### src/rtl/i2cm_pkg.sv
// Shared types for the I2C register access master: request codes and channel payloads.
package i2cm_pkg;

    typedef enum logic [1:0] {
        REQ_TICK  = 2'd0,
        REQ_READ  = 2'd1,
        REQ_WRITE = 2'd2,
        REQ_LOAD  = 2'd3
    } t_req_type;

    typedef struct packed {
        t_req_type   req_type;
        logic        sda_in;
        logic [7:0]  device_addr;
        logic [7:0]  reg_addr;
        logic [4:0]  byte_count;
        logic [3:0]  load_index;
        logic [7:0]  load_byte;
    } t_req_item;

    typedef struct packed {
        logic        scl_level;
        logic        sda_release;
        logic [7:0]  rx_byte;
        logic        rx_valid;
        logic        busy_res;
        logic        done_res;
        logic        nack_seen;
    } t_rsp_item;

    localparam logic [5:0] START_SLOTS = 6'd4;
    localparam logic [5:0] TX_SLOTS    = 6'd20;
    localparam logic [5:0] RX_SLOTS    = 6'd33;
    localparam logic [5:0] SHORT_SLOTS = 6'd3;
    localparam logic [5:0] BIT_SLOTS   = 6'd16;
    localparam logic [5:0] ACK_SLOT    = 6'd18;
    localparam logic [5:0] RX_LAST     = 6'd32;

endpackage

### src/rtl/i2cm_stream_if.sv
// Valid/ready channel carrying one payload per transaction.
interface i2cm_stream_if #(
    parameter type T_PAYLOAD = logic
);
    logic     valid;
    logic     ready;
    T_PAYLOAD payload;

    modport source (output valid, output payload, input ready);
    modport sink   (input valid, input payload, output ready);
endinterface

### src/rtl/i2c_master_register_access.sv
// Top level of the I2C register access master.
//
// Usage: requests arrive on i_req (valid/ready, payload i2cm_pkg::t_req_item) and every
// accepted request yields exactly one response on o_rsp (payload i2cm_pkg::t_rsp_item).
// A tick request advances the bus by one time slot and samples sda_in; begin read and
// begin write start a register transaction when the master is idle; a load request fills
// one slot of the write buffer while idle. The response carries the SCL and SDA levels to
// drive, a received byte with its strobe, busy, done and the NACK abort flag.
// The response is registered: the response register holds the result the cycle after the
// request is taken. Throughput is one request per cycle unless o_rsp stalls; all slot
// work is one pass of logic from the phase, slot and byte counters into the state and
// response registers. If the receiver stalls, the response is held and i_req.ready drops
// only while the response register is full and o_rsp.ready is low; otherwise a new
// request is taken in the same cycle the pending response leaves.
// Reset (synchronous, active low) returns the master to idle with both lines released
// high and empties the response register; the write buffer holds no defined data until
// loaded.
module i2c_master_register_access #(
    parameter int MAX_BYTES = 16
) (
    input  logic                  i_clk,
    input  logic                  i_rst_n,
    i2cm_stream_if.sink           i_req,
    i2cm_stream_if.source         o_rsp
);

    localparam int BUF_DEPTH = (MAX_BYTES < 16) ? MAX_BYTES : 16;
    localparam int BUF_AW    = (BUF_DEPTH > 1) ? $clog2(BUF_DEPTH) : 1;
    localparam int CNT_MAX   = (MAX_BYTES < 31) ? MAX_BYTES : 31;
    localparam logic [4:0] BUF_LIM = 5'(BUF_DEPTH);
    localparam logic [4:0] TOT_MAX = 5'(CNT_MAX);

    typedef enum logic [3:0] {
        PH_IDLE, PH_START1, PH_DEV, PH_REG, PH_START2,
        PH_DEVR, PH_WDATA, PH_RDATA, PH_ACK, PH_STOP
    } t_phase;

    t_phase                r_phase, n_phase;
    logic [5:0]            r_slot, n_slot;
    logic [4:0]            r_bc, n_bc;
    logic [4:0]            r_total, n_total;
    logic [7:0]            r_shift, n_shift;
    logic [15:0]           r_addrs, n_addrs;
    logic                  r_is_read, n_is_read;
    logic                  r_scl, n_scl;
    logic                  r_sda, n_sda;
    logic                  r_ack_ok, n_ack_ok;
    logic                  r_aborted, n_aborted;
    logic                  r_out_valid, n_out_valid;
    i2cm_pkg::t_rsp_item   r_out, n_out;
    logic [7:0]            r_buf [BUF_DEPTH];
    logic [7:0]            r_buf_q;

    i2cm_pkg::t_req_item   w_req;
    logic                  w_acc;
    logic [4:0]            w_bc_inc;
    logic [4:0]            w_rd_idx;

    function automatic logic [5:0] seg_len(input t_phase p);
        case (p)
            PH_START1, PH_START2:               seg_len = i2cm_pkg::START_SLOTS;
            PH_DEV, PH_REG, PH_DEVR, PH_WDATA:  seg_len = i2cm_pkg::TX_SLOTS;
            PH_RDATA:                           seg_len = i2cm_pkg::RX_SLOTS;
            default:                            seg_len = i2cm_pkg::SHORT_SLOTS;
        endcase
    endfunction

    assign w_req       = i_req.payload;
    assign i_req.ready = !r_out_valid || o_rsp.ready;
    assign w_acc       = i_req.valid && i_req.ready;
    assign w_bc_inc    = r_bc + 5'd1;
    assign w_rd_idx    = (r_phase == PH_WDATA) ? w_bc_inc : 5'd0;

    assign o_rsp.valid   = r_out_valid;
    assign o_rsp.payload = r_out;

    always_comb begin
        logic [4:0] cnt;
        logic [5:0] s;
        logic [5:0] s_inc;
        logic       rx_valid;
        logic [7:0] rx;
        logic       done;
        logic       nack;
        logic       step_end;

        n_phase   = r_phase;
        n_slot    = r_slot;
        n_bc      = r_bc;
        n_total   = r_total;
        n_shift   = r_shift;
        n_addrs   = r_addrs;
        n_is_read = r_is_read;
        n_scl     = r_scl;
        n_sda     = r_sda;
        n_ack_ok  = r_ack_ok;
        n_aborted = r_aborted;
        cnt       = w_req.byte_count;
        s         = r_slot;
        s_inc     = r_slot + 6'd1;
        rx_valid  = 1'b0;
        rx        = 8'd0;
        done      = 1'b0;
        nack      = 1'b0;
        step_end  = 1'b0;

        if (w_acc) begin
            case (w_req.req_type)
                i2cm_pkg::REQ_READ, i2cm_pkg::REQ_WRITE: begin
                    if (r_phase == PH_IDLE) begin
                        n_is_read = (w_req.req_type == i2cm_pkg::REQ_READ);
                        n_addrs   = {w_req.device_addr, w_req.reg_addr};
                        if (cnt > TOT_MAX) begin
                            cnt = TOT_MAX;
                        end
                        if (n_is_read && cnt == 5'd0) begin
                            cnt = 5'd1;
                        end
                        n_total   = cnt;
                        n_bc      = 5'd0;
                        n_ack_ok  = 1'b0;
                        n_aborted = 1'b0;
                        n_phase   = PH_START1;
                        n_shift   = 8'd0;
                        n_slot    = 6'd0;
                    end
                end
                i2cm_pkg::REQ_TICK: begin
                    if (r_phase != PH_IDLE) begin
                        case (r_phase)
                            PH_START1, PH_START2: begin
                                if (s == 6'd0) begin
                                    n_sda = 1'b1;
                                end else if (s == 6'd1) begin
                                    n_scl = 1'b1;
                                end else if (s == 6'd2) begin
                                    n_sda = 1'b0;
                                end else begin
                                    n_scl = 1'b0;
                                end
                            end
                            PH_DEV, PH_REG, PH_DEVR, PH_WDATA: begin
                                if (s < i2cm_pkg::BIT_SLOTS) begin
                                    if (!s[0]) begin
                                        n_scl = 1'b0;
                                        n_sda = r_shift[3'd7 - s[3:1]];
                                    end else begin
                                        n_scl = 1'b1;
                                    end
                                end else if (s == i2cm_pkg::ACK_SLOT) begin
                                    n_scl    = 1'b1;
                                    n_ack_ok = !w_req.sda_in;
                                end else begin
                                    n_scl = 1'b0;
                                    n_sda = 1'b1;
                                end
                            end
                            PH_RDATA: begin
                                n_sda = 1'b1;
                                if (s >= i2cm_pkg::RX_LAST) begin
                                    n_scl    = 1'b0;
                                    rx       = r_shift;
                                    rx_valid = 1'b1;
                                end else if (s[1:0] == 2'd1) begin
                                    n_scl = 1'b0;
                                end else if (s[1:0] == 2'd2) begin
                                    n_scl   = 1'b1;
                                    n_shift = {r_shift[6:0], w_req.sda_in};
                                end else if (s[1:0] == 2'd3) begin
                                    n_scl = 1'b1;
                                end
                            end
                            PH_ACK: begin
                                if (s == 6'd0) begin
                                    n_scl = 1'b0;
                                    n_sda = ({1'b0, w_bc_inc} < {1'b0, r_total}) ? 1'b0 : 1'b1;
                                end else begin
                                    n_scl = (s == 6'd1);
                                end
                            end
                            default: begin
                                if (s == 6'd0) begin
                                    n_sda = 1'b0;
                                end else if (s == 6'd1) begin
                                    n_scl = 1'b1;
                                end else begin
                                    n_sda = 1'b1;
                                end
                            end
                        endcase

                        n_slot   = s_inc;
                        step_end = (s_inc >= seg_len(r_phase));

                        if (step_end) begin
                            n_slot = 6'd0;
                            case (r_phase)
                                PH_START1: begin
                                    n_phase = PH_DEV;
                                    n_shift = r_addrs[15:8];
                                end
                                PH_DEV: begin
                                    if (!r_is_read && !n_ack_ok) begin
                                        n_aborted = 1'b1;
                                        n_phase   = PH_STOP;
                                    end else begin
                                        n_phase = PH_REG;
                                        n_shift = r_addrs[7:0];
                                    end
                                end
                                PH_REG: begin
                                    if (r_is_read) begin
                                        n_phase = PH_START2;
                                        n_shift = 8'd0;
                                    end else if (!n_ack_ok) begin
                                        n_aborted = 1'b1;
                                        n_phase   = PH_STOP;
                                    end else if (r_total == 5'd0) begin
                                        n_phase = PH_STOP;
                                        n_shift = 8'd0;
                                    end else begin
                                        n_bc    = 5'd0;
                                        n_phase = PH_WDATA;
                                        n_shift = r_buf_q;
                                    end
                                end
                                PH_START2: begin
                                    n_phase = PH_DEVR;
                                    n_shift = r_addrs[15:8] + 8'd1;
                                end
                                PH_DEVR: begin
                                    n_bc    = 5'd0;
                                    n_phase = PH_RDATA;
                                    n_shift = 8'd0;
                                end
                                PH_WDATA: begin
                                    if (!n_ack_ok) begin
                                        n_aborted = 1'b1;
                                        n_phase   = PH_STOP;
                                    end else begin
                                        n_bc = w_bc_inc;
                                        if (w_bc_inc < r_total) begin
                                            n_phase = PH_WDATA;
                                            n_shift = r_buf_q;
                                        end else begin
                                            n_phase = PH_STOP;
                                            n_shift = 8'd0;
                                        end
                                    end
                                end
                                PH_RDATA: begin
                                    n_phase = PH_ACK;
                                end
                                PH_ACK: begin
                                    n_bc    = w_bc_inc;
                                    n_shift = 8'd0;
                                    if (w_bc_inc < r_total) begin
                                        n_phase = PH_RDATA;
                                    end else begin
                                        n_phase = PH_STOP;
                                    end
                                end
                                default: begin
                                    n_phase   = PH_IDLE;
                                    done      = (r_phase == PH_STOP);
                                    nack      = r_aborted && done;
                                    n_aborted = 1'b0;
                                end
                            endcase
                        end
                    end
                end
                default: begin
                end
            endcase
        end

        n_out.scl_level   = n_scl;
        n_out.sda_release = n_sda;
        n_out.rx_byte     = rx;
        n_out.rx_valid    = rx_valid;
        n_out.busy_res    = (n_phase != PH_IDLE);
        n_out.done_res    = done;
        n_out.nack_seen   = nack;

        if (w_acc) begin
            n_out_valid = 1'b1;
        end else if (o_rsp.ready) begin
            n_out_valid = 1'b0;
        end else begin
            n_out_valid = r_out_valid;
        end
    end

    always_ff @(posedge i_clk) begin
        if (!i_rst_n) begin
            r_phase     <= PH_IDLE;
            r_slot      <= 6'd0;
            r_bc        <= 5'd0;
            r_total     <= 5'd0;
            r_shift     <= 8'd0;
            r_addrs     <= 16'd0;
            r_is_read   <= 1'b0;
            r_scl       <= 1'b1;
            r_sda       <= 1'b1;
            r_ack_ok    <= 1'b0;
            r_aborted   <= 1'b0;
            r_out_valid <= 1'b0;
        end else begin
            r_phase     <= n_phase;
            r_slot      <= n_slot;
            r_bc        <= n_bc;
            r_total     <= n_total;
            r_shift     <= n_shift;
            r_addrs     <= n_addrs;
            r_is_read   <= n_is_read;
            r_scl       <= n_scl;
            r_sda       <= n_sda;
            r_ack_ok    <= n_ack_ok;
            r_aborted   <= n_aborted;
            r_out_valid <= n_out_valid;
        end
        if (w_acc) begin
            r_out <= n_out;
        end
    end

    always_ff @(posedge i_clk) begin
        if (w_acc && w_req.req_type == i2cm_pkg::REQ_LOAD && r_phase == PH_IDLE
                && {1'b0, w_req.load_index} < BUF_LIM) begin
            r_buf[w_req.load_index[BUF_AW-1:0]] <= w_req.load_byte;
        end
        r_buf_q <= (w_rd_idx < BUF_LIM) ? r_buf[w_rd_idx[BUF_AW-1:0]] : 8'd0;
    end

`ifndef SYNTHESIS
    a_busy_tracks_phase: assert property (@(posedge i_clk) disable iff (!i_rst_n)
        r_out_valid |-> (r_out.busy_res == (r_phase != PH_IDLE)))
        else $error("busy flag disagrees with phase");

    a_nack_with_done: assert property (@(posedge i_clk) disable iff (!i_rst_n)
        r_out_valid && r_out.nack_seen |-> r_out.done_res && !r_out.busy_res)
        else $error("NACK reported without end of transaction");

    a_rx_enters_ack: assert property (@(posedge i_clk) disable iff (!i_rst_n)
        w_acc && n_out.rx_valid |=> r_phase == PH_ACK && r_is_read)
        else $error("received byte outside read data phase");

    a_slot_bound: assert property (@(posedge i_clk) disable iff (!i_rst_n)
        r_slot < seg_len(r_phase) && (r_phase != PH_IDLE || r_slot == 6'd0))
        else $error("slot counter out of range");
`endif

endmodule

### src/flat_wrapper.sv
// flat-port wrapper written by rule: the top's interface ports become plain ports
module i2c_master_register_access_flat 
#(
    parameter int MAX_BYTES = 16
)
  (i_clk, i_rst_n, i_req_valid, i_req_payload, i_req_ready, o_rsp_valid, o_rsp_payload, o_rsp_ready);
  i2cm_stream_if #(.T_PAYLOAD(i2cm_pkg::t_req_item)) i_req_i ();
  i2cm_stream_if #(.T_PAYLOAD(i2cm_pkg::t_rsp_item)) o_rsp_i ();
  input  logic i_clk;
  input  logic i_rst_n;
  input wire logic [$bits(i_req_i.valid)-1:0] i_req_valid;
  input wire logic [$bits(i_req_i.payload)-1:0] i_req_payload;
  output wire logic [$bits(i_req_i.ready)-1:0] i_req_ready;
  output wire logic [$bits(o_rsp_i.valid)-1:0] o_rsp_valid;
  output wire logic [$bits(o_rsp_i.payload)-1:0] o_rsp_payload;
  input wire logic [$bits(o_rsp_i.ready)-1:0] o_rsp_ready;
  assign i_req_i.valid = i_req_valid;
  assign i_req_i.payload = i_req_payload;
  assign i_req_ready = i_req_i.ready;
  assign o_rsp_valid = o_rsp_i.valid;
  assign o_rsp_payload = o_rsp_i.payload;
  assign o_rsp_i.ready = o_rsp_ready;
  i2c_master_register_access #(.MAX_BYTES(MAX_BYTES)) u_core (.i_clk(i_clk), .i_rst_n(i_rst_n), .i_req(i_req_i), .o_rsp(o_rsp_i));
endmodule
### config.mk
export PLATFORM = sky130hd
export DESIGN_NAME = i2c_master_register_access_flat
export DESIGN_NICKNAME = d
export VERILOG_FILES = /design/src/rtl/i2cm_pkg.sv /design/src/rtl/i2cm_stream_if.sv /design/src/rtl/i2c_master_register_access.sv /design/src/flat_wrapper.sv
export SDC_FILE = /design/constraint.sdc
export NUM_CORES = 1
export LEC_CHECK = 0
export ABC_AREA = 1
export BUFFER_PORTS_ARGS = -buffer_cell sky130_fd_sc_hd__buf_2
export CAP_MARGIN = 20
export CORE_UTILIZATION = 50
export DETAILED_ROUTE_END_ITERATION = 10
export GPL_ROUTABILITY_DRIVEN = 0
export MAX_ROUTING_LAYER = met4
export PLACE_DENSITY = 0.69
export SLEW_MARGIN = 20
export SYNTH_ARGS = -nofsm -noshare
export SYNTH_HDL_FRONTEND = slang
export SYNTH_SLANG_ARGS = --single-unit
### constraint.sdc
create_clock -name i_clk -period 5.9 [get_ports i_clk]
set_input_delay 0.295 -clock i_clk [delete_from_list [all_inputs] [get_ports i_clk]]
set_output_delay 0.295 -clock i_clk [all_outputs]
set_load 0.03 [all_outputs]
Yosys cells after proc, flatten, opt, wreduce, memory -nomap -nowiden
Memory sizes are Yosys's and may differ from the RTL's. A register that Yosys moved wholly into a read port is not among the register bits.
Index checks and enable logic that the tools add are counted.
{"block": "word_totals", "reg_bits": 64, "mem_bits_rw": 128, "input_bits": 40, "output_inout_bits": 16, "memories": 1}
{"block": "classes", "addsub": 4, "magnitude_cmp": 8, "eq_ne": 28, "muxes": 105, "n_bitwise": 3, "n_reduce_logical": 33}
{"name": "u_core.r_buf", "depth": 16, "width": 8, "read_ports": 1, "rd_clocked_by_memory_dff": 1, "wr": 1, "line": "i2c_master_register_access.sv:51", "text": "logic [7:0] r_buf [BUF_DEPTH];"}
{"cell": "$mux W8", "n": 13}
{"cell": "$mux W5", "n": 13}
{"cell": "$mux W1", "n": 48}
{"cell": "$pmux W8 S6", "n": 1}
{"cell": "$mux W4", "n": 11}
{"cell": "$mux W6", "n": 6}
{"cell": "$pmux W4 S8", "n": 1}
{"cell": "$pmux W5 S4", "n": 1}
{"cell": "$pmux W6 S3", "n": 1}
{"cell": "$eq A4 B3 Y1 const B", "n": 4}
{"cell": "$pmux W8 S2", "n": 1}
{"cell": "$pmux W1 S4", "n": 3}
{"cell": "$pmux W6 S2", "n": 1}
{"cell": "$reduce_or A11 Y1", "n": 1}
{"cell": "$logic_not A5 Y1", "n": 2}
{"cell": "$lt A5 B5 Y1", "n": 2}
{"cell": "$pmux W5 S2", "n": 1}
{"cell": "$reduce_and A10 Y1", "n": 1}
{"cell": "$ne A3 B3 Y1 const B", "n": 3}
{"cell": "$add A8 B1 Y8 const B", "n": 1}
{"cell": "$eq A2 B2 Y1 const B", "n": 4}
{"cell": "$eq A4 B2 Y1 const B", "n": 2}
{"cell": "$eq A4 B4 Y1 const B", "n": 2}
{"cell": "$pmux W4 S2", "n": 1}
{"cell": "35 further kinds", "n": 57}

Logic depth before layout (Yosys ltp)
{"block": "depth", "word_depth": 16, "mapped_depth": 19, "mapped_depth_nobuf": 19}

Least setup slack after synthesis
No wires, ideal clock.
{"block": "synth_timing", "path_type": "register to register", "startpoint": "reg u_core.r_bc[0]", "endpoint": "reg u_core.r_out, in the netlist u_core.o_rsp.payload[2] (data pin)", "setup_time_ns": 0.265, "arrival_ns": 2.224, "setup_slack_ns": 3.412, "stages_incl_launch_ff": 18, "period_less_slack_ns": 2.488, "path_cell_list": "dfxtp_1 ha_1 xor2_1 ha_1 nand2_1 nand2_1 nand2_1 nand3_1 inv_1 nand2_1 nand2_1 nand2_1 nor2_1 nand2_1 nand2_1 nand2_1 nor2_1 nand3_1"}
{"element": "from (decl)", "line": "i2c_master_register_access.sv:40", "text": "logic [4:0] r_bc, n_bc;"}
{"element": "from (signal assigned)", "line": "i2c_master_register_access.sv:312", "text": "r_bc <= n_bc;"}
{"element": "to (signal assigned)", "line": "i2c_master_register_access.sv:324", "text": "r_out <= n_out;"}
{"element": "to (decl)", "line": "i2c_master_register_access.sv:50", "text": "i2cm_pkg::t_rsp_item r_out, n_out;"}

Worst setup path in the final report
{"block": "layout_timing", "startpoint": "reg u_core.r_phase[1]", "endpoint": "reg u_core.r_buf_q[2] (read register of u_core.r_buf)"}
{"block": "layout_between", "elab_chain_cells": 4}
{"element": "from (decl)", "line": "i2c_master_register_access.sv:38", "text": "t_phase r_phase, n_phase;"}
{"element": "from (signal assigned)", "line": "i2c_master_register_access.sv:310", "text": "r_phase <= n_phase;"}
{"element": "$eq A4 B3 Y1 *", "line": "i2c_master_register_access.sv:72", "text": "assign w_rd_idx = (r_phase == PH_WDATA) ? w_bc_inc : 5'd0;"}
{"element": "$mux W5 *", "line": "i2c_master_register_access.sv:72"}
{"element": "$lt A5 B5 Y1", "line": "i2c_master_register_access.sv:333", "text": "r_buf_q <= (w_rd_idx < BUF_LIM) ? r_buf[w_rd_idx[BUF_AW-1:0]] : 8'd0;"}
{"element": "$logic_not A1 Y1 (no line)"}
{"element": "to (decl)", "line": "i2c_master_register_access.sv:52", "text": "logic [7:0] r_buf_q;"}
Every way passes the cells marked *; elsewhere a longest branch is shown, timed or not.
A chain may end at the register's enable or synchronous reset.

==> flow_summary.json <==
{
  "cts-root-buf": "clkbuf_16",
  "cts_setup_buffers": 0,
  "wl_per_cell_um": 17.3,
  "viasPerCell": 5.61,
  "synth_area_leaders": "edfxtp_1, dfxtp_1, nand2_1",
  "yosys_warnings": 0,
  "power_density_nw_per_um2": 275,
  "async_reset_ff_share_pct": 0,
  "timing.fmax_mhz": 305,
  "pwr-share-comb_pct": 6.4,
  "worst-path-max-fanout": 65,
  "worstHoldStart": "i_req_payload[24]",
  "clk_latency_ns": 0.44,
  "status": "complete, no violations",
  "first_pass_iters": 6,
  "synthesis.instances": 1014,
  "grt_pass1_wl_um": 36200,
  "maxSlewViolCount": 0,
  "ctsHoldBuffers": 0,
  "nets": 1115,
  "drt_iter0_markers": 754,
  "ir_drop_mv": 0.202,
  "finalCriticalPeriod_ns": 3.28,
  "synth_top_area_share_pct": 44.8,
  "swShare_pct": 24.8,
  "grt_max_degree": 66,
  "diodes": 0,
  "io_buffers": 55,
  "hpwl_um": 15300,
  "grt_overflow": 0,
  "setup_viol": 0,
  "placed_cell_area_um2": 9960,
  "start_util_pct": 50.9,
  "antenna_found_initial": 0,
  "finalClockSkew_ns": 0.0150,
  "cp.required_ns": 6.19,
  "reg2regPathDepth": 10,
  "r2r-start": "u_core.r_phase[1]$_SDFF_PN0_",
  "drc": 0,
  "die_x_um": 140,
  "num_vias": 7318,
  "fin_cells": 1304,
  "ys_seq_area_share_pct": 56.9,
  "synthDistinctLibCells": 48,
  "synth_edf_count": 142,
  "hold_violations": 0,
  "maxCapViolCount": 0,
  "worstMarginPinSlew_ns": 0.894,
  "holdCritPathClass": "input port to flop",
  "dp_cells": 1272,
  "hold_end": "u_core.r_addrs[7]$_SDFFE_PN0P_",
  "rows": 50,
  "synthesis.area_um2": 9530,
  "yosysTopAreaCell": "edfxtp_1",
  "htree_levels": 4,
  "path_clk_slew_ns": 0.07,
  "critPathSlowestCell": "clkinv_2",
  "synthFlopType": "edfxtp_1",
  "p_leak_nw": 4.04,
  "end_kind": "flop",
  "synth_nets": 1072,
  "setup_tns_ns": 0,
  "cts_resized": 0,
  "critPathMaxStageDelay_ns": 0.82,
  "cts_tree": "built",
  "arrival_ns": 3.57,
  "regToRegEndpoint": "u_core.r_buf_q[2]$_SDFF_PP0_",
  "r2r_slack_ns": 2.62,
  "crit_path_start_kind": "flop",
  "fin_ws_ns": 2.62,
  "core_um2": 18700,
  "switchingPower_mw": 0.721,
  "die_area_um2": 19600,
  "crit_type": "flop to flop",
  "cts_buffer_depth": 2,
  "post-route-period-util_pct": 55.6,
  "internal_power_mw": 2.18,
  "final_cell_area_um2": 10600,
  "ys_ff_latch": 200,
  "die-height_um": 140,
  "gr-usage-all-layers_pct": 24.8,
  "ioPinCount": 56,
  "finalWirelength_um": 22600,
  "grt_pass1_vias": 6947,
  "hold_ws_ns": 0.0810,
  "cts_inserted_buffers": 17,
  "area_growth_pct": 10.8,
  "final_layout_size_suffix_gt1_share_pct": 15.4,
  "final_util_pct": 56.4,
  "dp_slack_ns": 2.90,
  "antenna_left": 0,
  "clkPwrFrac_pct": 40.7,
  "hold_depth": 3,
  "path_cells": "inv_1 > nor2_2 > nand2_4 > nor2_4 > buf_4 > clkinv_2 > o211ai_1 > nand3_1 > nand3_1 > a21oi_1",
  "fillers": 1601,
  "rsz0062_at_grt": "false",
  "pwr-share-seq_pct": 53.0,
  "avgSynthCellArea_um2": 9.40,
  "cts_sinks": 200,
  "slew_headroom_pct": 40.0,
  "power_mw": 2.90,
  "cpMostUsedCell": "nand3_1"
}
-- placed cells by master, fill, tap and decap left out, types with 6 or more instances in the layout --
| master | instances |
|---|---|
| a21oi_1 | 54 |
| buf_2 | 55 |
| clkbuf_16 | 17 |
| dfxtp_1 | 58 |
| edfxtp_1 | 142 |
| ha_1 | 18 |
| inv_1 | 85 |
| inv_2 | 10 |
| nand2_1 | 183 |
| nand3_1 | 88 |
| nand4_1 | 10 |
| nor2_1 | 105 |
| nor2_2 | 8 |
| nor2_4 | 7 |
| o211ai_1 | 38 |
| o21ai_0 | 55 |
| o21ai_1 | 9 |
| o21bai_1 | 6 |
| o22ai_1 | 11 |
| or2_2 | 36 |
-- kinds of logic after synthesis --
logic type	synth area share, %
simple gates	22.3
flops	56.9
compound gates	12.2
buf+inv	5.49
fa+ha+maj	2.36
xor+xnor	0.722
-- how the worst max path moves through the flow --
stage | start | endpoint
global route | u_core.r_phase[1]$_SDFF_PN0_ | u_core.r_buf_q[7]$_SDFF_PP0_
floorplan | u_core.r_bc[0]$_SDFFE_PN0P_ | u_core.o_rsp.payload[2]$_DFFE_PP_
CTS | u_core.r_bc[0]$_SDFFE_PN0P_ | u_core.o_rsp.payload[2]$_DFFE_PP_
detailed placement | u_core.r_bc[0]$_SDFFE_PN0P_ | u_core.o_rsp.payload[2]$_DFFE_PP_
global placement | u_core.r_bc[0]$_SDFFE_PN0P_ | u_core.o_rsp.payload[2]$_DFFE_PP_
finish | u_core.r_phase[1]$_SDFF_PN0_ | u_core.r_buf_q[2]$_SDFF_PP0_
-- metal layers --
metal  vias to the layer above  global-route usage, %  routed length, µm
met5                         -                      -                  0
met4                         0                   8.91                418
met3                        39                   4.44               1340
met2                       282                   39.6              10800
met1                      3409                   31.8               9990
li1                       3588                      -                  -
-- cell usage after synthesis (all sizes together), types with 2 or more instances --
cell and instances:
nand4 10, or2 39, nand3 91, nor3 6, o211ai 38, edfxtp 142
o31ai 2, o22ai 11, clkinv 2, nand3b 2, dfxtp 58, nand2 190
o21ai 65, o221ai 4, nor4 3, xor2 6, a22o 2, buf 17
a21oi 55, a211oi 3, a31oi 4, o21bai 7, nor2 120, clkbuf 16
ha 18, inv 96
-- registers in the layout, summed over array words and instances, names as in the netlist --
register	count
u_core.o_rsp.valid	1
u_core.o_rsp.payload	14
u_core.r_buf_q	8
u_core.r_addrs	16
u_core.r_shift	8
u_core.r_aborted	1
u_core.r_sda	1
u_core.r_ack_ok	1
u_core.r_scl	1
u_core.r_phase	4
u_core.r_buf	128
u_core.r_is_read	1
u_core.r_total	5
u_core.r_bc	5
u_core.r_slot	6
-- power by group through the flow --
stage / clock [mW] / combinational [mW] / sequential (mW)
after floorplan: 0 / 0.109 / 1.58
after global placement: 0 / 0.182 / 1.57
after detailed placement: 0 / 0.183 / 1.57
after CTS: 1.20 / 0.185 / 1.54
after global routing: 1.25 / 0.207 / 1.54
final: 1.18 / 0.185 / 1.54
-- critical path, delay by kind of cell, from the launching register on --
family / cells / cell delay, ns
AO/OA/AOI/OAI: 2 / 0.65
buffers and inverters: 3 / 1.33
AND/OR/NAND/NOR: 5 / 0.64
flip-flops: 1 / 0.42
-- layout make-up --
class / instances / area, µm² / area share (%)
Sequential cell: 200 / 5430 / 51.4
Multi-Input combinational cell: 683 / 3580 / 33.9
Clock buffer: 18 / 429 / 4.06
Inverter: 98 / 369 / 3.50
Tap cell: 234 / 293 / 2.77
Timing Repair Buffer: 57 / 290 / 2.75
Clock inverter: 14 / 168 / 1.59
No activity file was read; power rests on OpenSTA's default activity.
